<file path="src/rtl/tpq_pkg.sv">
// ----------------------------------------------------------------------------
// tpq_pkg
// Shared widths, codes and control bundles of the two-key priority queue.
// ----------------------------------------------------------------------------
package tpq_pkg;

  localparam int CMD_W  = 2;
  localparam int TAG_W  = 16;
  localparam int RANK_W = 8;
  localparam int DUR_W  = 16;
  localparam int STAT_W = 2;
  localparam int FILL_W = 5;

  typedef enum logic [CMD_W-1:0] {
    CMD_INSERT = 2'd0,
    CMD_POP    = 2'd1,
    CMD_CLEAR  = 2'd2
  } cmd_e;

  typedef enum logic [STAT_W-1:0] {
    ST_OK    = 2'd0,
    ST_EMPTY = 2'd1,
    ST_FULL  = 2'd2
  } status_e;

  typedef struct packed {
    logic [TAG_W-1:0]  tag;
    logic [RANK_W-1:0] rank;
    logic [DUR_W-1:0]  dur;
  } slot_t;

  // controller -> datapath
  typedef struct packed {
    logic    load;
    logic    insert;
    logic    pop;
    logic    clear;
    status_e status;
  } dp_ctl_t;

  // datapath -> controller
  typedef struct packed {
    logic full;
    logic empty;
  } dp_stat_t;

endpackage

</file>
<file path="src/rtl/tpq_cmd_if.sv">
// ----------------------------------------------------------------------------
// tpq_cmd_if
// Command channel: valid/ready handshake with one command word.
// ----------------------------------------------------------------------------
interface tpq_cmd_if;
  import tpq_pkg::*;

  logic              valid;
  logic              ready;
  logic [CMD_W-1:0]  command;
  logic [TAG_W-1:0]  entry_tag;
  logic [RANK_W-1:0] rank;
  logic [DUR_W-1:0]  duration;

  modport source (output valid, command, entry_tag, rank, duration, input ready);
  modport sink   (input valid, command, entry_tag, rank, duration, output ready);
endinterface

</file>
<file path="src/rtl/tpq_rsp_if.sv">
// ----------------------------------------------------------------------------
// tpq_rsp_if
// Response channel: valid/ready handshake with one result word.
// ----------------------------------------------------------------------------
interface tpq_rsp_if;
  import tpq_pkg::*;

  logic              valid;
  logic              ready;
  logic [TAG_W-1:0]  out_tag;
  logic [RANK_W-1:0] out_rank;
  logic [DUR_W-1:0]  out_duration;
  logic              out_valid;
  logic [STAT_W-1:0] status;
  logic [FILL_W-1:0] fill;

  modport source (output valid, out_tag, out_rank, out_duration, out_valid, status, fill,
                  input ready);
  modport sink   (input valid, out_tag, out_rank, out_duration, out_valid, status, fill,
                  output ready);
endinterface

</file>
<file path="src/rtl/tpq_ctrl.sv">
// ----------------------------------------------------------------------------
// tpq_ctrl
// Handshake state machine and command decode for the priority queue.
// ----------------------------------------------------------------------------
module tpq_ctrl (
  input  logic                  clk_i,
  input  logic                  rst_ni,
  input  logic                  cmd_valid_i,
  input  logic [tpq_pkg::CMD_W-1:0] cmd_command_i,
  output logic                  cmd_ready_o,
  input  logic                  rsp_ready_i,
  output logic                  rsp_valid_o,
  input  tpq_pkg::dp_stat_t     stat_i,
  output tpq_pkg::dp_ctl_t      ctl_o
);
  import tpq_pkg::*;

  typedef enum logic [1:0] {
    S_IDLE = 2'b01,
    S_HOLD = 2'b10
  } state_e;

  state_e state_q, state_d;
  logic   accept;

  // the result register frees up in the same cycle it is drained
  assign rsp_valid_o = (state_q == S_HOLD);
  assign cmd_ready_o = (state_q == S_IDLE) || rsp_ready_i;
  assign accept      = cmd_valid_i && cmd_ready_o;

  always_comb begin
    state_d = state_q;
    unique case (state_q)
      S_IDLE: if (accept) state_d = S_HOLD;
      S_HOLD: if (rsp_ready_i && !accept) state_d = S_IDLE;
      default: state_d = S_IDLE;
    endcase
  end

  always_ff @(posedge clk_i or negedge rst_ni) begin
    if (!rst_ni) begin
      state_q <= S_IDLE;
    end else begin
      state_q <= state_d;
    end
  end

  always_comb begin
    ctl_o        = '0;
    ctl_o.status = ST_OK;
    ctl_o.load   = accept;
    if (accept) begin
      unique case (cmd_command_i)
        CMD_INSERT: begin
          if (stat_i.full) ctl_o.status = ST_FULL;
          else             ctl_o.insert = 1'b1;
        end
        CMD_POP: begin
          if (stat_i.empty) ctl_o.status = ST_EMPTY;
          else              ctl_o.pop    = 1'b1;
        end
        CMD_CLEAR: ctl_o.clear = 1'b1;
        default: ;
      endcase
    end
  end

  a_one_op: assert property (@(posedge clk_i) disable iff (!rst_ni)
    $onehot0({ctl_o.insert, ctl_o.pop, ctl_o.clear}))
    else $error("more than one queue operation issued");

  a_no_insert_full: assert property (@(posedge clk_i) disable iff (!rst_ni)
    ctl_o.insert |-> !stat_i.full)
    else $error("insert issued on full queue");

  a_no_pop_empty: assert property (@(posedge clk_i) disable iff (!rst_ni)
    ctl_o.pop |-> !stat_i.empty)
    else $error("pop issued on empty queue");

endmodule

</file>
<file path="src/rtl/tpq_datapath.sv">
// ----------------------------------------------------------------------------
// tpq_datapath
// Sorted shift-register slots with per-slot compare, occupancy count and
// result register.
// ----------------------------------------------------------------------------
module tpq_datapath #(
  parameter int DEPTH = 16
) (
  input  logic                       clk_i,
  input  logic                       rst_ni,
  input  logic [tpq_pkg::TAG_W-1:0]  entry_tag_i,
  input  logic [tpq_pkg::RANK_W-1:0] rank_i,
  input  logic [tpq_pkg::DUR_W-1:0]  duration_i,
  input  tpq_pkg::dp_ctl_t           ctl_i,
  output tpq_pkg::dp_stat_t          stat_o,
  output logic [tpq_pkg::TAG_W-1:0]  out_tag_o,
  output logic [tpq_pkg::RANK_W-1:0] out_rank_o,
  output logic [tpq_pkg::DUR_W-1:0]  out_duration_o,
  output logic                       out_valid_o,
  output logic [tpq_pkg::STAT_W-1:0] status_o,
  output logic [tpq_pkg::FILL_W-1:0] fill_o
);
  import tpq_pkg::*;

  localparam int OCC_W = $clog2(DEPTH + 1);

  slot_t              slot_q [DEPTH];
  slot_t              prev_s [DEPTH];
  slot_t              next_s [DEPTH];
  slot_t              new_s;
  logic [DEPTH-1:0]   in_front;
  logic [DEPTH-1:0]   take_new;
  logic [OCC_W-1:0]   occ_q, occ_d;

  slot_t              rsp_slot_q;
  logic               rsp_hit_q;
  status_e            rsp_status_q;
  logic [FILL_W-1:0]  rsp_fill_q;

  assign new_s = '{tag: entry_tag_i, rank: rank_i, dur: duration_i};

  // Slots past the fill count read as "larger", so the first free slot
  // catches the new word when nothing stored outranks it.
  for (genvar i = 0; i < DEPTH; i++) begin : g_slot
    assign in_front[i] = (OCC_W'(i) >= occ_q) ||
                         (slot_q[i].rank > rank_i) ||
                         ((slot_q[i].rank == rank_i) && (slot_q[i].dur > duration_i));

    if (i == 0) begin : g_head
      assign take_new[i] = in_front[i];
      assign prev_s[i]   = new_s;
    end else begin : g_body
      assign take_new[i] = in_front[i] && !in_front[i-1];
      assign prev_s[i]   = slot_q[i-1];
    end

    if (i == DEPTH - 1) begin : g_tail
      assign next_s[i] = slot_q[i];
    end else begin : g_link
      assign next_s[i] = slot_q[i+1];
    end

    always_ff @(posedge clk_i) begin
      if (ctl_i.insert && in_front[i]) begin
        slot_q[i] <= take_new[i] ? new_s : prev_s[i];
      end else if (ctl_i.pop) begin
        slot_q[i] <= next_s[i];
      end
    end
  end

  always_comb begin
    occ_d = occ_q;
    priority if (ctl_i.insert) occ_d = occ_q + OCC_W'(1);
    else if (ctl_i.pop)        occ_d = occ_q - OCC_W'(1);
    else if (ctl_i.clear)      occ_d = '0;
  end

  always_ff @(posedge clk_i or negedge rst_ni) begin
    if (!rst_ni) begin
      occ_q <= '0;
    end else begin
      occ_q <= occ_d;
    end
  end

  always_ff @(posedge clk_i) begin
    if (ctl_i.load) begin
      rsp_slot_q   <= ctl_i.pop ? slot_q[0] : '0;
      rsp_hit_q    <= ctl_i.pop;
      rsp_status_q <= ctl_i.status;
      rsp_fill_q   <= FILL_W'(occ_d);
    end
  end

  assign stat_o.full  = (occ_q == OCC_W'(DEPTH));
  assign stat_o.empty = (occ_q == '0);

  assign out_tag_o      = rsp_slot_q.tag;
  assign out_rank_o     = rsp_slot_q.rank;
  assign out_duration_o = rsp_slot_q.dur;
  assign out_valid_o    = rsp_hit_q;
  assign status_o       = rsp_status_q;
  assign fill_o         = rsp_fill_q;

  a_occ_bound: assert property (@(posedge clk_i) disable iff (!rst_ni)
    occ_q <= OCC_W'(DEPTH))
    else $error("occupancy above depth");

  a_insert_grows: assert property (@(posedge clk_i) disable iff (!rst_ni)
    ctl_i.insert |=> occ_q == $past(occ_q) + OCC_W'(1))
    else $error("insert did not grow occupancy");

  a_pop_shrinks: assert property (@(posedge clk_i) disable iff (!rst_ni)
    ctl_i.pop |=> occ_q == $past(occ_q) - OCC_W'(1))
    else $error("pop did not shrink occupancy");

endmodule

</file>
<file path="src/rtl/two_key_stable_priority_queue.sv">
// ----------------------------------------------------------------------------
// two_key_stable_priority_queue
// Bounded sorted queue keyed on (rank, duration), stable for equal keys.
//
//   channel  dir  handshake      word
//   cmd_i    in   valid/ready    command, entry_tag, rank, duration
//   rsp_o    out  valid/ready    out_tag, out_rank, out_duration, out_valid,
//                                status, fill
//
// One command per cycle while results are taken: every slot compares against the new
// key in parallel and the slot row shifts in the same cycle; the result is captured
// in an output register when the command is taken.
// A new command is taken while the previous result is drained in the same cycle.
// A stalled result holds cmd_i.ready low until it is taken.
// Reset empties the queue at once; slot contents are not cleared.
// ----------------------------------------------------------------------------
module two_key_stable_priority_queue #(
  parameter int DEPTH = 16
) (
  input  logic      clk_i,
  input  logic      rst_ni,
  tpq_cmd_if.sink   cmd_i,
  tpq_rsp_if.source rsp_o
);
  import tpq_pkg::*;

  dp_ctl_t  ctl;
  dp_stat_t stat;

  tpq_ctrl u_ctrl (
    .clk_i         (clk_i),
    .rst_ni        (rst_ni),
    .cmd_valid_i   (cmd_i.valid),
    .cmd_command_i (cmd_i.command),
    .cmd_ready_o   (cmd_i.ready),
    .rsp_ready_i   (rsp_o.ready),
    .rsp_valid_o   (rsp_o.valid),
    .stat_i        (stat),
    .ctl_o         (ctl)
  );

  tpq_datapath #(
    .DEPTH (DEPTH)
  ) u_datapath (
    .clk_i          (clk_i),
    .rst_ni         (rst_ni),
    .entry_tag_i    (cmd_i.entry_tag),
    .rank_i         (cmd_i.rank),
    .duration_i     (cmd_i.duration),
    .ctl_i          (ctl),
    .stat_o         (stat),
    .out_tag_o      (rsp_o.out_tag),
    .out_rank_o     (rsp_o.out_rank),
    .out_duration_o (rsp_o.out_duration),
    .out_valid_o    (rsp_o.out_valid),
    .status_o       (rsp_o.status),
    .fill_o         (rsp_o.fill)
  );

endmodule

</file>
<file path="src/flat_wrapper.sv">
// flat-port wrapper written by rule: the top's interface ports become plain ports
module two_key_stable_priority_queue_flat import tpq_pkg::*;
#(
  parameter int DEPTH = 16
)
  (clk_i, rst_ni, cmd_i_valid, cmd_i_command, cmd_i_entry_tag, cmd_i_rank, cmd_i_duration, cmd_i_ready, rsp_o_valid, rsp_o_out_tag, rsp_o_out_rank, rsp_o_out_duration, rsp_o_out_valid, rsp_o_status, rsp_o_fill, rsp_o_ready);
  tpq_cmd_if cmd_i_i ();
  tpq_rsp_if rsp_o_i ();
  input  logic clk_i;
  input  logic rst_ni;
  input wire logic [$bits(cmd_i_i.valid)-1:0] cmd_i_valid;
  input wire logic [$bits(cmd_i_i.command)-1:0] cmd_i_command;
  input wire logic [$bits(cmd_i_i.entry_tag)-1:0] cmd_i_entry_tag;
  input wire logic [$bits(cmd_i_i.rank)-1:0] cmd_i_rank;
  input wire logic [$bits(cmd_i_i.duration)-1:0] cmd_i_duration;
  output wire logic [$bits(cmd_i_i.ready)-1:0] cmd_i_ready;
  output wire logic [$bits(rsp_o_i.valid)-1:0] rsp_o_valid;
  output wire logic [$bits(rsp_o_i.out_tag)-1:0] rsp_o_out_tag;
  output wire logic [$bits(rsp_o_i.out_rank)-1:0] rsp_o_out_rank;
  output wire logic [$bits(rsp_o_i.out_duration)-1:0] rsp_o_out_duration;
  output wire logic [$bits(rsp_o_i.out_valid)-1:0] rsp_o_out_valid;
  output wire logic [$bits(rsp_o_i.status)-1:0] rsp_o_status;
  output wire logic [$bits(rsp_o_i.fill)-1:0] rsp_o_fill;
  input wire logic [$bits(rsp_o_i.ready)-1:0] rsp_o_ready;
  assign cmd_i_i.valid = cmd_i_valid;
  assign cmd_i_i.command = cmd_i_command;
  assign cmd_i_i.entry_tag = cmd_i_entry_tag;
  assign cmd_i_i.rank = cmd_i_rank;
  assign cmd_i_i.duration = cmd_i_duration;
  assign cmd_i_ready = cmd_i_i.ready;
  assign rsp_o_valid = rsp_o_i.valid;
  assign rsp_o_out_tag = rsp_o_i.out_tag;
  assign rsp_o_out_rank = rsp_o_i.out_rank;
  assign rsp_o_out_duration = rsp_o_i.out_duration;
  assign rsp_o_out_valid = rsp_o_i.out_valid;
  assign rsp_o_status = rsp_o_i.status;
  assign rsp_o_fill = rsp_o_i.fill;
  assign rsp_o_i.ready = rsp_o_ready;
  two_key_stable_priority_queue #(.DEPTH(DEPTH)) u_core (.clk_i(clk_i), .rst_ni(rst_ni), .cmd_i(cmd_i_i), .rsp_o(rsp_o_i));
endmodule
</file>
<file path="config.mk">
export PLATFORM = sky130hd
export DESIGN_NAME = two_key_stable_priority_queue_flat
export DESIGN_NICKNAME = d
export VERILOG_FILES = /design/src/rtl/tpq_pkg.sv /design/src/rtl/tpq_cmd_if.sv /design/src/rtl/tpq_rsp_if.sv /design/src/rtl/tpq_ctrl.sv /design/src/rtl/tpq_datapath.sv /design/src/rtl/two_key_stable_priority_queue.sv /design/src/flat_wrapper.sv
export SDC_FILE = /design/constraint.sdc
export NUM_CORES = 2
export LEC_CHECK = 0
export BUFFER_PORTS_ARGS = -buffer_cell sky130_fd_sc_hd__clkbuf_2
export CAP_MARGIN = 20
export CORE_ASPECT_RATIO = 0.6
export CORE_MARGIN = 2
export CORE_UTILIZATION = 40
export DETAILED_ROUTE_END_ITERATION = 7
export PLACE_DENSITY_LB_ADDON = 0.25
export SLEW_MARGIN = 20
export SYNTH_ARGS = -nofsm -noshare
export SYNTH_HDL_FRONTEND = slang
export SYNTH_HIERARCHICAL = 1
export SYNTH_SLANG_ARGS = --single-unit
</file>
<file path="constraint.sdc">
create_clock -name clk_i -period 11.24 [get_ports clk_i]
set_clock_uncertainty 0.05 [all_clocks]
set_input_delay 1.124 -clock clk_i [delete_from_list [all_inputs] [get_ports clk_i]]
set_output_delay 1.124 -clock clk_i [all_outputs]
set_load 0.05 [all_outputs]
</file>
; Yosys cells after proc, flatten, opt, wreduce, memory -nomap -nowiden
; Memories as Yosys holds them, arrays and structs flattened.
; Cells that the tools add are included.
[totals]
output_inout_bits = 50
regBits = 55
ram_bits = 640
memories = 1
elab_cells = 310
inputBits = 46
[mem_list]
columns = name, depth, word_bits, read_ports, rd_clocked_by_memory_dff, wr, line_no
row1 = u_core.u_datapath.slot_q, 16, 40, 16, 0, 16, tpq_datapath.sv:27  ; slot_t slot_q [DEPTH];
[classes]
reduce_logical = 101
magnitude_cmp = 48
muxes = 111
n_bitwise = 16
addsub = 2
eq_ne = 23
[ops]
columns = operator, n
row1 = 40-bit 2-to-1 mux, 31
row2 = 16-bit > comparator, 16
row3 = 8-bit equality test, 16
row4 = 8-bit > comparator, 16
row5 = 1-bit 2-to-1 mux, 71
row6 = 1-bit logical AND, 49
row7 = 4-bit by 5-bit greater-or-equal comparator with 1-bit output (first input constant), 8
row8 = 1-bit logical OR, 33
row9 = 3-bit by 5-bit greater-or-equal comparator with 1-bit output (first input constant), 4
row10 = 5-bit 2-to-1 mux, 4
row11 = 1-bit logical NOT, 16
row12 = 1-bit bitwise OR, 16
row13 = 1-bit by 5-bit greater-or-equal comparator with 1-bit output (first input constant), 2
row14 = 2-bit by 5-bit greater-or-equal comparator with 1-bit output (first input constant), 2
row15 = 2-bit case mux with 2 select lines, 2
row16 = 2-bit 2-to-1 mux, 3
row17 = 5-bit by 1-bit adder with 5-bit output (second input constant), 1
row18 = 5-bit equality test (second input constant), 1
row19 = 5-bit logical NOT, 1
row20 = 5-bit by 1-bit subtractor with 5-bit output (second input constant), 1
row21 = 2-bit by 1-bit equality test with 1-bit output (second input constant), 2
row22 = 2-bit equality test (second input constant), 2
row23 = 2-bit logical NOT, 1
row24 = 2-bit by 1-bit != test with 1-bit output (second input constant), 1
row25 = 2 further kinds, 2

; Longest topological paths before layout
[depth]
ltp_word = 8
ltp_mapped = 15
depth_no_buf = 12

; Hierarchy
; The synthesis kept the hierarchy.
[by_module_without_submodules]
columns = module, cells_each, area_each_um2, instances, seq_area_each_um2
row1 = tpq_datapath, 3955, 43166.4, 1, 20784.9
row2 = tpq_ctrl, 22, 191.4, 1, 51.3

; Worst setup path before layout
; OpenSTA, ideal clock, no wires.
[synth_path]
path_kind = input -> register
start = input cmd_i_rank[7]
end = memory u_core/u_datapath/slot_q[8][0] (netlist name), enable pin
required_ps = 10697
setup_time_ps = 493
stages = 11
setup_slack_ps = 4323
path_buffers = 3
arrival_time_ps = 6374
path_cell_list = clkbuf_1 clkbuf_1 inv_1 ha_1 nand4_1 nor2_1 a21bo_2 or3_1 and3_1 clkbuf_1 o21ai_0
[synth_lines]
columns = element, line_no
row1 = from (decl), flat_wrapper.sv:14  ; input wire logic [$bits(cmd_i_i.rank)-1:0] cmd_i_rank;
row2 = to (decl), tpq_datapath.sv:27

==> impl_metrics.toml <==
[outcome]
outcome = "finished, final reports clean"

[clock_tree]
cts_tree = "built"
numCtsBuffers = 77
clk_pin_slew_ps = 60
insertion_delay_ps = 680
cts_hold_buf = 0
clock_path_buffers = 3
clock_sinks = 695
clockRootBuffer = "clkbuf_16"
post-cts-setup-buffers = 0
htree_levels = 3
ctsResizeCount = 0

[synthesis]
synth-seq-cells = 695
synth-async-reset-ratio_pct = 1.01
yosys_warnings = 6
syn_inst = 3977
synth.area.top_cells = "edfxtp_1 48%, ha_1 11%, mux2i_1 11%"
synth_seq_area_share_pct = 48.1
syn_avg_cell_area_um2 = 10.9
syn_area_um2 = 43400
synth_nets = 4412
yosys.area.top_type = "edfxtp_1"
synth_cell_type_count = 71
synthTopCellsByCount = "688 x edfxtp_1, 569 x a21oi_1, 484 x mux2i_1"
synth_top_cell_area_share_pct = 47.6
synth_edf_count = 688
synth_most_common_cell = "edfxtp_1"
synth_ff_type = "edfxtp_1"

[critical_path]
cp_slowest_stage_delay_ps = 710
path_cells = "clkbuf_2, buf_4, inv_1, ha_1, and4_1, nand4_1, and2_0, a222oi_1, o311ai_4, buf_4, mux2_1, mux2_2"
worst-path-max-fanout = 33
crit_top_cell = "buf_4"
critPathKind = "input port to flip-flop"
worstPathRequired_ps = 11590
r2r_slack_ps = 6430
cp_data_arrival_time_ps = 5330
cp-start-kind = "input port"
endpoint_kind = "flip-flop"
crit_path_top_delay_cell = "a222oi_1"

[floorplanning]
die_area_um2 = 111000
rows = 93
coreArea_um2 = 107000
start_util_pct = 40.4
ios = 96
die_h_um = 259
die_width_um = 429

[routing]
drcViolationCount = 0
dr.pass1.iters = 5
drt-wirelength-per-cell_um = 23.6
vias = 31700
antenna_left = 0
dr.first_iter.drc_count = 3304
vias_per_cell = 5.81
routed_wl_mm = 129

[sta]
drv_slew = 0
tns_ps = 0
rsz0062_at_grt = "no"
final.min_clock_period_ps = 4970
setup_ws_ps = 6270
worstMarginPinSlew_ps = 1030
fmax_mhz = 201
maxSlewHeadroom_pct = 31.1
fin_crit_sh_pct = 44.2
hold_violations = 0
setup_viol = 0

[final_layout]
multiInputGateArea_um2 = 21500
fillCellCount = 10000
antenna_cells = 0
area_growth_pct = 10.8
final_nets = 4414
regArea_um2 = 20800
drive_gt1_share_pct = 11.6

[global_route]
track_usage_pct = 22.6
met1_usage_pct = 37.6
antenna_found_initial = 0
top_usage_layer = "met1"
grt_pass1_wl_mm = 193
grt_use_met3_pct = 4.18
grt_start_max_net_pins = 81
met2_usage_pct = 29.6
grt_remaining_overflow = 0
grt_pass1_vias = 29500

[power]
p_per_area_nw_per_um2 = 216
ir_drop_mv = 0.144
p_leak_nw = 19.8

[placed_design]
place_congestion = 0.908
dp_hpwl_mm = 93.2
portBuffers = 95
place_ws_ps = 5660

[min_path]
hold_class = "input port to async pin"

[flow_run]
maxCapViolCount = 0
## worst max-delay path, delay by kind of cell
family                   cells  cell delay, ps
buffers and inverters        4            1210
multiplexers                 2             650
AO/OA/AOI/OAI                2            1100
AND/OR/NAND/NOR              3             700
adder cells (fa/ha/maj)      1             490
## state kept, by name, indices dropped and copies added, names as in the netlist
signal	count
u_core/u_datapath/fill_o	5
u_core/u_datapath/status_o	2
u_core/u_datapath/slot_q	640
u_core/u_datapath/out_rank_o	8
u_core/u_datapath/out_valid_o	1
u_core/u_datapath/occ_q	5
u_core/u_ctrl/state_q	2
u_core/u_datapath/out_duration_o	16
u_core/u_datapath/out_tag_o	16
## logic make-up after synthesis
logic type,share of synthesized area [%]
compound gates,12.6
xor+xnor,0.0808
fa+ha+maj,11.2
buf+inv,3.11
flops,48.1
mux,15.2
simple gates,9.75
## per-layer routing
layer	up-vias	wire, um
li1	15000	-
met1	15400	67000
met2	1204	48400
met3	140	10900
met4	0	2250
met5	-	0
## cells in the final DEF (no fill, tap or decap), drive strengths merged, types with 6 or more instances in the layout
master,n
a211o,7
a211oi,6
a21boi,8
a21o,28
a21oi,569
a221o,10
a221oi,10
a31oi,45
and2,44
and4,10
buf,98
bufinv,7
clkbuf,188
clkinv,29
dfrtp,6
edfxtp,688
ha,389
inv,78
mux2,156
mux2i,484
nand2,158
nand2b,10
nand3,71
nand4,79
nor2,476
nor2b,30
nor3,14
nor4,13
o211ai,39
o21a,10
o21ai,184
o31a,6
o31ai,9
or2,9
or3,9
## report_power, final
| group | internal, mW | switching [mW] | leakage (nW) | total [mW] |
|---|---|---|---|---|
| combinational | 1.51 | 2.26 | 12.2 | 3.77 |
| sequential | 3.67 | 0.403 | 6.45 | 4.07 |
| clock | 1.43 | 1.12 | 1.19 | 2.55 |
## worst paths after layout
kind,from,end,depth (start not counted)
setup / recovery,cmd_i_rank[7],u_core/u_datapath/slot_q[14][36]$_DFFE_PP_,12
hold / removal,rst_ni,u_core/u_ctrl/state_q[1]$_DFFE_PN0P_,1
setup reg to reg,u_core/u_datapath/occ_q[1]$_DFF_PN0_,u_core/u_datapath/slot_q[13][28]$_DFFE_PP_,11
hold reg to reg,u_core/u_datapath/slot_q[13][36]$_DFFE_PP_,u_core/u_datapath/slot_q[12][36]$_DFFE_PP_,2
max in group asynchronous,rst_ni,u_core/u_ctrl/state_q[0]$_DFFE_PN1P_,1
min in group clk_i,u_core/u_datapath/slot_q[13][36]$_DFFE_PP_,u_core/u_datapath/slot_q[12][36]$_DFFE_PP_,2
## final cells by class
type	instances	share of cell area, %
Timing Repair Buffer	193	2.56
Multi-Input combinational cell	2939	44.7
Clock inverter	44	0.948
Inverter	73	0.571
Clock buffer	93	4.14
Tap cell	1425	3.71
Sequential cell	695	43.4
## through the flow
stage               utilization (%)  hold WS (ps)  total power, mW  std cells  area, um^2
floorplan                         -           465             6.76       3977       43400
global placement               42.4           475             7.76       5323       45500
detailed placement             42.4           483             7.84       5324       45600
CTS                            44.7           265             10.4       5461       48000
global route                   44.7           270             10.9       5462       48000
finish                         44.7           296             10.4       5462       48000
Note: power is estimated with default switching activity, not from simulation.
